==> src/rtl/separator_field_splitter_unit_assert.svh <==
// Assertion macros used by the separator field splitter top level.
`ifndef SEPARATOR_FIELD_SPLITTER_UNIT_ASSERT_SVH
`define SEPARATOR_FIELD_SPLITTER_UNIT_ASSERT_SVH

// Same-cycle implication, checked on clk and held off while arst_n is low.
`define SFS_ASSERT_NOW(label, ante, cons) \
	label: assert property (@(posedge clk) disable iff (!arst_n) (ante) |-> (cons)) \
		else $error("separator field splitter: same-cycle check failed");

// Next-cycle implication, checked on clk and held off while arst_n is low.
`define SFS_ASSERT_NEXT(label, ante, cons) \
	label: assert property (@(posedge clk) disable iff (!arst_n) (ante) |=> (cons)) \
		else $error("separator field splitter: next-cycle check failed");

`endif

==> src/rtl/sfs_pkg.sv <==
// Types and constants of the separator field splitter.
package sfs_pkg;

	localparam int FIELD_W    = 11;
	localparam int SEP_LANES  = 8;
	localparam int SEP_BYTES_W = 8 * SEP_LANES;
	localparam int SEP_LEN_W  = 4;
	localparam int CFG_IDX_W  = 2;

	localparam logic CMD_BYTE = 1'b0;
	localparam logic CMD_END  = 1'b1;

	localparam logic [SEP_BYTES_W-1:0] SPACE_SEP = 64'h20;

	typedef enum logic [CFG_IDX_W-1:0] {
		CFG_SEP_BYTES = 2'd0,
		CFG_SEP_LEN   = 2'd1
	} cfg_reg_t;

	typedef struct packed {
		logic       command;
		logic [7:0] data_byte;
	} in_item_t;

	typedef struct packed {
		logic [FIELD_W-1:0] field_index;
		logic [FIELD_W-1:0] field_offset;
		logic [FIELD_W-1:0] field_length;
		logic               last_field;
		logic               record_too_long;
	} field_desc_t;

	typedef struct packed {
		logic [SEP_BYTES_W-1:0] bytes;
		logic [SEP_LEN_W-1:0]   len;
	} sep_cfg_t;

endpackage

==> src/rtl/sfs_match.sv <==
// Windowed masked compare of the newest bytes against the separator.
module sfs_match #(
	parameter int MAX_SEPARATOR = 8
) (
	input  logic [8*MAX_SEPARATOR-1:0] window,
	input  sfs_pkg::sep_cfg_t          sep,
	output logic                       hit
);

	logic [7:0] win_b [sfs_pkg::SEP_LANES];
	logic [7:0] sep_b [sfs_pkg::SEP_LANES];
	logic [sfs_pkg::SEP_LANES-1:0] lane_ok;

	genvar i;
	generate
		for (i = 0; i < sfs_pkg::SEP_LANES; i++) begin : g_lane
			logic [2:0] age;

			if (i < MAX_SEPARATOR) begin : g_win
				assign win_b[i] = window[8*i +: 8];
			end else begin : g_pad
				assign win_b[i] = 8'h00;
			end
			assign sep_b[i] = sep.bytes[8*i +: 8];

			// separator byte i sits at age len-1-i in the window
			assign age = 3'(sep.len - sfs_pkg::SEP_LEN_W'(1) - sfs_pkg::SEP_LEN_W'(i));
			assign lane_ok[i] = (sfs_pkg::SEP_LEN_W'(i) >= sep.len) || (win_b[age] == sep_b[i]);
		end
	endgenerate

	assign hit = &lane_ok;

endmodule

==> src/rtl/sfs_track.sv <==
// Record state and field descriptor generation, one item per cycle while advance is high.
module sfs_track #(
	parameter int MAX_RECORD    = 1024,
	parameter int MAX_SEPARATOR = 8
) (
	input  logic                 clk,
	input  logic                 arst_n,
	input  logic                 advance,
	input  sfs_pkg::in_item_t    item,
	input  sfs_pkg::sep_cfg_t    sep,
	output logic                 res_valid,
	output sfs_pkg::field_desc_t res
);

	localparam int POS_W = $clog2(MAX_RECORD + 1);
	localparam int WIN_W = 8 * MAX_SEPARATOR;

	logic [WIN_W-1:0] window_q;
	logic [POS_W-1:0] pos_q;
	logic [POS_W-1:0] start_q;
	logic [POS_W-1:0] count_q;
	logic [POS_W-1:0] fieldno_q;
	logic             ovf_q;

	logic [WIN_W+7:0] win_shift;
	logic [WIN_W-1:0] win_next;
	logic [POS_W-1:0] pos_inc;
	logic [POS_W-1:0] count_inc;
	logic             full;
	logic             hit;
	logic             is_sep;
	logic             is_end;

	assign win_shift = {window_q, item.data_byte};
	assign win_next  = win_shift[WIN_W-1:0];

	sfs_match #(
		.MAX_SEPARATOR(MAX_SEPARATOR)
	) u_match (
		.window(win_next),
		.sep   (sep),
		.hit   (hit)
	);

	always_comb begin
		is_end    = (item.command == sfs_pkg::CMD_END);
		full      = (pos_q >= POS_W'(MAX_RECORD));
		pos_inc   = pos_q + POS_W'(1);
		count_inc = count_q + POS_W'(1);
		is_sep    = (count_inc >= POS_W'(sep.len)) && hit;
		res_valid = advance && (is_end || (!full && is_sep));

		if (is_end && ovf_q) begin
			res.field_index     = '0;
			res.field_offset    = '0;
			res.field_length    = '0;
			res.last_field      = 1'b1;
			res.record_too_long = 1'b1;
		end else if (is_end) begin
			res.field_index     = sfs_pkg::FIELD_W'(fieldno_q);
			res.field_offset    = sfs_pkg::FIELD_W'(start_q);
			res.field_length    = sfs_pkg::FIELD_W'(count_q);
			res.last_field      = 1'b1;
			res.record_too_long = 1'b0;
		end else begin
			res.field_index     = sfs_pkg::FIELD_W'(fieldno_q);
			res.field_offset    = sfs_pkg::FIELD_W'(start_q);
			res.field_length    = sfs_pkg::FIELD_W'(count_inc - POS_W'(sep.len));
			res.last_field      = 1'b0;
			res.record_too_long = 1'b0;
		end
	end

	always_ff @(posedge clk or negedge arst_n) begin
		if (!arst_n) begin
			window_q  <= '0;
			pos_q     <= '0;
			start_q   <= '0;
			count_q   <= '0;
			fieldno_q <= '0;
			ovf_q     <= 1'b0;
		end else if (advance) begin
			if (is_end) begin
				window_q  <= '0;
				pos_q     <= '0;
				start_q   <= '0;
				count_q   <= '0;
				fieldno_q <= '0;
				ovf_q     <= 1'b0;
			end else if (full) begin
				ovf_q <= 1'b1;
			end else begin
				window_q <= win_next;
				pos_q    <= pos_inc;
				if (is_sep) begin
					fieldno_q <= fieldno_q + POS_W'(1);
					start_q   <= pos_inc;
					count_q   <= '0;
				end else begin
					count_q <= count_inc;
				end
			end
		end
	end

endmodule

==> src/rtl/separator_field_splitter_unit.sv <==
// A request is held in the input register, then its descriptor in the result register.
// Throughput: one request per cycle; the only limit is the result register being held
// by out_stall, which then holds the input register and raises in_stall.
// Reset (arst_n low, asynchronous): record state clears, separator returns to one space
// with length one, both stages empty. No clearing pass; requests are taken right away.
`include "separator_field_splitter_unit_assert.svh"

module separator_field_splitter_unit #(
	parameter int MAX_RECORD    = 1024,
	parameter int MAX_SEPARATOR = 8
) (
	input  logic                                clk,
	input  logic                                arst_n,
	// record byte / end-of-record requests
	input  logic                                in_valid,
	output logic                                in_stall,
	input  sfs_pkg::in_item_t                   in_data,
	// field descriptors
	output logic                                out_valid,
	input  logic                                out_stall,
	output sfs_pkg::field_desc_t                out_data,
	// register writes
	input  logic                                cfg_valid,
	output logic                                cfg_ready,
	input  logic [sfs_pkg::CFG_IDX_W-1:0]       cfg_index,
	input  logic [sfs_pkg::SEP_BYTES_W-1:0]     cfg_data
);

	// Input register stage.
	logic              valid_s1;
	sfs_pkg::in_item_t item_s1;

	// Result register stage.
	logic                 out_valid_q;
	sfs_pkg::field_desc_t out_data_q;

	// Separator configuration.
	sfs_pkg::sep_cfg_t sep_q;

	logic                 advance;
	logic                 res_valid;
	sfs_pkg::field_desc_t res;

	// Advance the input stage whenever the result register is free or drains this cycle.
	// An item that yields no descriptor still needs that slot: keeping the rule simple
	// costs nothing in rate since the slot frees every cycle out_stall is low.
	assign advance   = valid_s1 && (!out_valid_q || !out_stall);
	assign in_stall  = valid_s1 && !advance;
	assign cfg_ready = 1'b1;
	assign out_valid = out_valid_q;
	assign out_data  = out_data_q;

	// Hold the input register while stalled, otherwise take the next request.
	always_ff @(posedge clk or negedge arst_n) begin
		if (!arst_n) begin
			valid_s1 <= 1'b0;
		end else if (!in_stall) begin
			valid_s1 <= in_valid;
		end
	end

	always_ff @(posedge clk) begin
		if (!in_stall) begin
			item_s1 <= in_data;
		end
	end

	// Load a new descriptor when the stage advances, drop the old one once taken.
	always_ff @(posedge clk or negedge arst_n) begin
		if (!arst_n) begin
			out_valid_q <= 1'b0;
		end else if (advance) begin
			out_valid_q <= res_valid;
		end else if (!out_stall) begin
			out_valid_q <= 1'b0;
		end
	end

	always_ff @(posedge clk) begin
		if (advance && res_valid) begin
			out_data_q <= res;
		end
	end

	// Register writes; a length outside one to MAX_SEPARATOR keeps the old value.
	always_ff @(posedge clk or negedge arst_n) begin
		if (!arst_n) begin
			sep_q.bytes <= sfs_pkg::SPACE_SEP;
			sep_q.len   <= sfs_pkg::SEP_LEN_W'(1);
		end else if (cfg_valid && cfg_ready) begin
			unique case (sfs_pkg::cfg_reg_t'(cfg_index))
				sfs_pkg::CFG_SEP_BYTES: begin
					sep_q.bytes <= cfg_data;
				end
				sfs_pkg::CFG_SEP_LEN: begin
					if (cfg_data[sfs_pkg::SEP_LEN_W-1:0] >= sfs_pkg::SEP_LEN_W'(1) &&
					    cfg_data[sfs_pkg::SEP_LEN_W-1:0] <= sfs_pkg::SEP_LEN_W'(MAX_SEPARATOR)) begin
						sep_q.len <= cfg_data[sfs_pkg::SEP_LEN_W-1:0];
					end
				end
				default: begin
				end
			endcase
		end
	end

	// Field tracking and separator match for the item in the input register.
	sfs_track #(
		.MAX_RECORD   (MAX_RECORD),
		.MAX_SEPARATOR(MAX_SEPARATOR)
	) u_track (
		.clk      (clk),
		.arst_n   (arst_n),
		.advance  (advance),
		.item     (item_s1),
		.sep      (sep_q),
		.res_valid(res_valid),
		.res      (res)
	);

	// A rejected record reports only the final, zeroed descriptor.
	`SFS_ASSERT_NOW(a_reject_shape, out_valid_q && out_data_q.record_too_long,
		out_data_q.last_field && out_data_q.field_index == '0 &&
		out_data_q.field_offset == '0 && out_data_q.field_length == '0)
	// A held result with a waiting item must back-pressure the input.
	`SFS_ASSERT_NOW(a_backpressure, out_valid_q && out_stall && valid_s1, in_stall)
	// A descriptor produced while the output drains is presented on the next cycle.
	`SFS_ASSERT_NEXT(a_result_loads, advance && res_valid, out_valid_q)

endmodule

==> config.mk <==
export PLATFORM = sky130hd
export DESIGN_NAME = separator_field_splitter_unit
export DESIGN_NICKNAME = d
export VERILOG_FILES = /design/src/rtl/sfs_pkg.sv /design/src/rtl/sfs_match.sv /design/src/rtl/sfs_track.sv /design/src/rtl/separator_field_splitter_unit.sv
export VERILOG_INCLUDE_DIRS = /design/src /design/src/rtl
export SDC_FILE = /design/constraint.sdc
export NUM_CORES = 1
export LEC_CHECK = 0
export BUFFER_PORTS_ARGS = -buffer_cell sky130_fd_sc_hd__buf_2
export CAP_MARGIN = 0
export CORE_ASPECT_RATIO = 1.2
export CORE_MARGIN = 10
export CORE_UTILIZATION = 50
export CTS_CLUSTER_DIAMETER = 40
export CTS_CLUSTER_SIZE = 16
export DETAILED_ROUTE_END_ITERATION = 6
export PLACE_DENSITY = 0.69
export SYNTH_ARGS = -nofsm -noshare
export SYNTH_HDL_FRONTEND = slang
export SYNTH_SLANG_ARGS = --single-unit
==> constraint.sdc <==
create_clock -name clk -period 10.3 [get_ports clk]
set_input_delay 2.06 -clock clk [delete_from_list [all_inputs] [get_ports clk]]
set_output_delay 2.06 -clock clk [all_outputs]
set_load 0.02 [all_outputs]
# [After elaboration in Yosys (flattened, before gate mapping)]
# Cells that the tools add are included.
[op_classes] n_eq_ne=11 n_lt_le_gt_ge=20 n_reduce_logical=31 add_sub_neg=12 bitwise_logic=8 n_mux=42
[op_table] op="binary-select mux 8 bit (select 3 bit)" count=8
[op_table] op="two-way mux 8 bit" count=16
[op_table] op="two-way mux 11 bit" count=11
[op_table] op="two-way mux 56 bit" count=2
[op_table] op="equality test 8 bit" count=8
[op_table] op="adder 11 x 1 -> 11 bit, second input constant" count=3
[op_table] op=">= comparator 4 bit, second input constant" count=8
[op_table] op="NOT 3 -> 4 bit" count=8
[op_table] op=">= comparator 3 x 4 -> 1 bit, first input constant" count=4
[op_table] op="two-way mux 13 bit" count=1
[op_table] op="subtractor 3 bit, second input constant" count=4
[op_table] op=">= comparator 11 bit, second input constant" count=1
[op_table] op=">= comparator 11 x 4 -> 1 bit" count=1
[op_table] op="subtractor 11 x 4 -> 11 bit" count=1
[op_table] op="logical OR 1 bit" count=10
[op_table] op=">= comparator 1 x 4 -> 1 bit, first input constant" count=2
[op_table] op=">= comparator 2 x 4 -> 1 bit, first input constant" count=2
[op_table] op="logical AND 1 bit" count=8
[op_table] op="AND reduction 8 bit" count=1
[op_table] op="AND reduction 2 bit" count=3
[op_table] op="AND reduction 3 bit" count=2
[op_table] op="subtractor 3 x 1 -> 3 bit, second input constant" count=2
[op_table] op="subtractor 3 x 2 -> 3 bit, second input constant" count=2
[op_table] op=">= comparator 4 x 1 -> 1 bit, second input constant" count=1
[op_table] op="8 further kinds" count=15
[word_totals] inputBits=80 regBits=215

# [Logic depth before layout (Yosys ltp)]
[depth] word_depth=14 ltp_mapped=19

# [Modules after synthesis]
# From an unflattened synthesis, not the netlist that was laid out.
[unflattened] cells_unflattened=1127 hier_area_um2=13406.6
[by_module_without_submodules] mod="sfs_track" cells_each=506 seq_area_each_um2=2527.4 instances=1 area_per_inst_um2=5127.4
[by_module_without_submodules] mod="separator_field_splitter_unit" cells_each=222 seq_area_each_um2=3075.4 instances=1 area_per_inst_um2=4366.7
[by_module_without_submodules] mod="sfs_match" cells_each=399 seq_area_each_um2=0.0 instances=1 area_per_inst_um2=3912.5

# [Least setup slack after synthesis]
# No wires, ideal clock.
[synth_timing] path_kind="flip-flop to flip-flop" from="register sep_q[0] (netlist bit)" to="register out_data_q (netlist bit out_data[0]), enable pin" stages_incl_launch_ff=18 synth_period_minus_slack_ns=5.944 setup_time_ns=0.427 t_arrival_ns=5.517 path_buffers=6 slack_ns=4.356 path_cell_list="dfstp_2 -> buf_4 -> buf_6 -> buf_6 -> inv_1 -> ha_1 -> buf_2 -> clkbuf_1 -> mux4_2 -> mux2i_1 -> xnor2_1 -> nor4_2 -> nand3_1 -> o32ai_1 -> and2_1 -> buf_2 -> a21oi_1 -> nor2_1"
[synth_between] elab_chain_len=14 word_cells_on_any_way=71 cone_classes="add/sub: 8; order compare: 9; eq/ne: 8; mux: 24; bitwise: 8; reduce/logical: 14"
[synth_rtl] element="from (decl)" line="separator_field_splitter_unit.sv:38" text="sfs_pkg::sep_cfg_t sep_q;"
[synth_rtl] element="subtractor 3 x 1 -> 3 bit" line="sfs_match.sv:27" text="assign age = 3'(sep.len - sfs_pkg::SEP_LEN_W'(1) - sfs_pkg::SEP_LEN_W'(i));"
[synth_rtl] element="subtractor 3 x 1 -> 3 bit, or another cell as far along" line="sfs_match.sv:27"
[synth_rtl] element="NOT 3 -> 4 bit (implied by the code)" line="sfs_match.sv:28" text="assign lane_ok[i] = (sfs_pkg::SEP_LEN_W'(i) >= sep.len) || (win_b[age] == sep_b[i]);"
[synth_rtl] element="binary-select mux 8 bit (select 3 bit)" line="sfs_match.sv:28"
[synth_rtl] element="two-way mux 8 bit (implied by the code) (2 in series)" line="sfs_match.sv:28"
[synth_rtl] element="equality test 8 bit" line="sfs_match.sv:28"
[synth_rtl] element="logical OR 1 bit" line="sfs_match.sv:28"
[synth_rtl] element="AND reduction 8 bit" line="sfs_match.sv:32" text="assign hit = &lane_ok;"
[synth_rtl] element="logical AND 1 bit (*)" line="sfs_track.sv:50" text="is_sep = (count_inc >= POS_W'(sep.len)) && hit;"
[synth_rtl] element="logical AND 1 bit (*)" line="sfs_track.sv:51" text="res_valid = advance && (is_end || (!full && is_sep));"
[synth_rtl] element="logical OR 1 bit (*)" line="sfs_track.sv:51"
[synth_rtl] element="logical AND 1 bit (*)" line="sfs_track.sv:51"
[synth_rtl] element="logical AND 1 bit (*)" line="separator_field_splitter_unit.sv:80" text="if (advance && res_valid) begin"
[synth_rtl] element="to (signal assigned)" line="separator_field_splitter_unit.sv:81" text="out_data_q <= res;"
[synth_rtl] element="to (decl)" line="separator_field_splitter_unit.sv:35" text="sfs_pkg::field_desc_t out_data_q;"
# Mark *: on every way between the ends. The rest lies on a longest branch, timed or not. The select of a mux whose other input is x is not followed.
# A chain may end at the register's enable or synchronous reset.

# [Worst setup path in the final report]
[layout_timing] from="register sep_q[0] (netlist bit)" to="register out_data_q (netlist bit out_data[13]), enable pin"
# The elaborated chain is that of the path after synthesis.

==> metrics.md <==
| Metric | Value |
|---|---|
| Status | finished clean |
| Final worst path period share | 70.0% |
| Hold_buf cts | 0 |
| Commonest non-fill, non-tap cell in the layout | dfrtp_1 |
| Max VDD drop | between 0.15 and 0.2 mV |
| Worst Skew | 0.0183 ns |
| Clock root cell | clkbuf_16 |
| First-pass GRT wire length | slightly below 50000 µm |
| Total gr overflow | 0 |
| Area of the core | roughly 24000 µm² |
| Final hold viol count | 0 |
| Area of placed instances | 13100 µm² |
| Max Slew Vio Count | 0 |
| Die Ht | 192 µm |
| Synth Cell Area | 12300 µm² |
| 1st-pass router iterations | 5 |
| Primary FF master, synth | dfrtp_1 |
| Largest net degree at the start of global routing | 104 |
| Worst-skew pair later-pin latency | about 0.55 ns |
| Setup tns final | 0 ns |
| Vias per inst | approximately 6.1 |
| Arrival @ worst endpoint | around 7.4 ns |
| Cell Pwr Density | between 200 and 250 nW/µm² |
| Fin nets | 1195 |
| Worst-path clk slew | 0.06 ns |
| CP max-delay cell | dfstp_4 |
| Utilization after layout | between 50% and 60% |
| Largest stage delay, worst path | 1.24 ns |
| Post-synthesis sequential area ratio | 45.6% |
| Cells after Synth | 1022 |
| Max cap viols | 0 |
| Die Wd | 163 µm |
| Synth Warn # | 0 |
| Share of layout cells above drive strength 1 | roughly 28% |
| Hold Crit Class | register to register |
| P&R area growth vs syn | 14.3% |
| Antenna cells | 0 |
| Number of synthesized flops with an enable pin | 44 |
| Site Rows | 62 |
| Cts bufs inserted | 27 |
| Synthesized area per cell | 12.0 µm² |
| Clk sinks | 215 |
| IO Count | 118 |
| Power Total | around 3300 µW |
| # DRC | 0 |
| Htree depth | 1 |
| Startpoint Class | register |
| Final min period | just over 7 ns |
| Distinct cells, synth | 61 |
| Post-placement setup slack | ~3.0 ns |
| Final ANT Viol Nets | 0 |
| Final setup margin | around 3.1 ns |
| CP Capture Type | register |
| Critical Path Fanout Max | 68 |
| RSZ-0062 raised after global routing | false |
| Most frequent cells in the layout | dfrtp_1, buf_2, xnor2_1, nand2_1, mux2_2 |
| IO buf count | 116 |
| Initial antenna violation count | 0 |
| Final setup fails | 0 |
| RePlAce Congestion | approximately 0.87 |
| Pleak | ~0.0057 µW |
| Detailed Route WL | just over 30000 µm |
| Syn nets | ~1100 |
| Fmax | 139 MHz |
| R2R Setup Slk | 3.09 ns |
| Critical path class | register to register |
| Cts repair resizes | 0 |
| Total track usage | 19.4% |
| Vias in the first global route | 8783 |
| Slew margin rel. | 14.0% |
| Initial core utilization | about half |
| Starting DRT DRC Count | roughly 700 |
| Post-CTS Setup Inserts | 0 |
| CTS tree | yes |
| Ys async rst share | 79.5% |
| Critical Path RT | 10.46 ns |
| Post-DP HPWL | 22000 µm |
| DIE AREA | 31300 µm² |
| Fin area | about 14000 µm² |
| Max Root-Sink Buffers | 3 |
| Wire length per cell | 21.2 µm |
| Cell Chain, Critical Path | inv_1 -> ha_2 -> buf_4 -> xnor3_1 -> mux2i_1 -> xnor2_1 -> nor4_1 -> nand4_1 -> o41ai_2 -> and3_1 -> a21oi_1 -> nor2_4 |
| Seq cells post-synth | 215 |
| Slew at the pin closest to its max-slew limit | 1.28 ns |
| FILL cells | 1981 |
| Routed vias | 8853 |
worst paths after layout:
| check | depth (start not counted) | start | endpoint |
|---|---|---|---|
| min | 2 | u_track.start_q[1]$_DFFE_PN0P_ | u_track.start_q[1]$_DFFE_PN0P_ |
| max in group asynchronous | 2 | arst_n | u_track.window_q[55]$_DFFE_PN0P_ |
| min reg2reg | 2 | u_track.start_q[1]$_DFFE_PN0P_ | u_track.start_q[1]$_DFFE_PN0P_ |
| max | 12 | sep_q[0]$_DFFE_PN1P_ | out_data[13]$_SDFFCE_PP0P_ |
| max reg2reg | 12 | sep_q[0]$_DFFE_PN1P_ | out_data[13]$_SDFFCE_PP0P_ |
| min in group asynchronous | 1 | arst_n | sep_q[45]$_DFFE_PN0P_ |
per-layer routing:
| layer | track usage [%] | routed length, µm | part of all wire, % |
|---|---|---|---|
| met1 | 23.8 | 11800 | 39 |
| met5 | 0 | 0 | 0 |
| met4 | 8.82 | 1410 | 4.6 |
| met3 | 2.78 | 1600 | 5.2 |
| met2 | 33.3 | 15800 | 52 |
cell families after synthesis:
group                      after synthesis  share of synthesized area [%]
DFF                                    215                           45.6
buffers and inverters                   98                           3.55
other                                    1                         0.0305
and+or+nand+nor                        234                           9.60
adders and majority gates               12                           1.28
xor gates and xnor gates                97                           7.13
AOI/OAI and AO/OA                      186                           11.1
muxes                                  179                           21.7
Yosys cell counts, drive strengths merged, types with 3 or more instances:
cell / count / share of area, %
nor4: 13 / 0.71
nor3: 25 / 1.0
nor2: 31 / 0.95
mux2i: 50 / 4.1
nor3b: 3 / 0.18
xor2: 22 / 1.6
o311ai: 11 / 0.78
a2111oi: 4 / 0.28
a21oi: 23 / 0.94
a311o: 5 / 0.41
nand4: 23 / 1.2
inv: 23 / 0.70
o22ai: 7 / 0.36
o31ai: 7 / 0.47
dfrtp: 169 / 34
nand2: 68 / 2.1
or3: 9 / 0.46
edfxtp: 44 / 11
and3: 5 / 0.25
a22o: 58 / 4.1
o211ai: 11 / 0.67
buf: 27 / 1.4
clkbuf: 47 / 1.4
nand2b: 7 / 0.36
nand3: 20 / 0.81
o21ai: 40 / 1.6
xnor2: 73 / 5.2
and2: 23 / 1.2
mux2: 65 / 6.0
ha: 11 / 1.1
mux4: 64 / 12
metrics by stage:
stage,hold WS [ns],std cells
6_report,0.500,1444
3_3_place_gp,0.479,1394
4_1_cts,0.505,1444
5_1_grt,0.528,1444
2_1_floorplan,0.463,1022
3_5_place_dp,0.492,1394
flip-flops by register name, indices dropped and copies added (netlist names), 9 cells and up:
| register | cells |
|---|---|
| item_s1 | 9 |
| u_track.pos_q | 11 |
| u_track.window_q | 56 |
| u_track.count_q | 11 |
| u_track.start_q | 11 |
| u_track.fieldno_q | 11 |
| out_data | 35 |
| sep_q | 68 |
report_power, final:
part | leakage (µW) | internal (µW) | switching (µW)
registers | 0.00263 | 1020 | 186
clock network | 0.000486 | 634 | 400
logic | 0.00260 | 527 | 566
critical path: cells and delay by family (launching register included):
kind	cells	cell delay, ns
buffers and inverters	2	0.76
AO/OA/AOI/OAI	2	0.67
multiplexers	1	0.31
flip-flops	1	1.24
XOR/XNOR	2	0.90
adder cells (fa/ha/maj)	1	0.82
AND/OR/NAND/NOR	4	2.03
area by class of cell:
type / count / area (µm²) / share of cell area [%]
clock buffer: 32 / 747 / 5.31
tap: 320 / 400 / 2.85
timing repair buffer: 126 / 662 / 4.71
multi-input combinational: 709 / 6290 / 44.8
inverter: 24 / 90.1 / 0.641
sequential: 215 / 5610 / 39.9
clock inverter: 18 / 256 / 1.82
(Power assumes the default switching activity.)
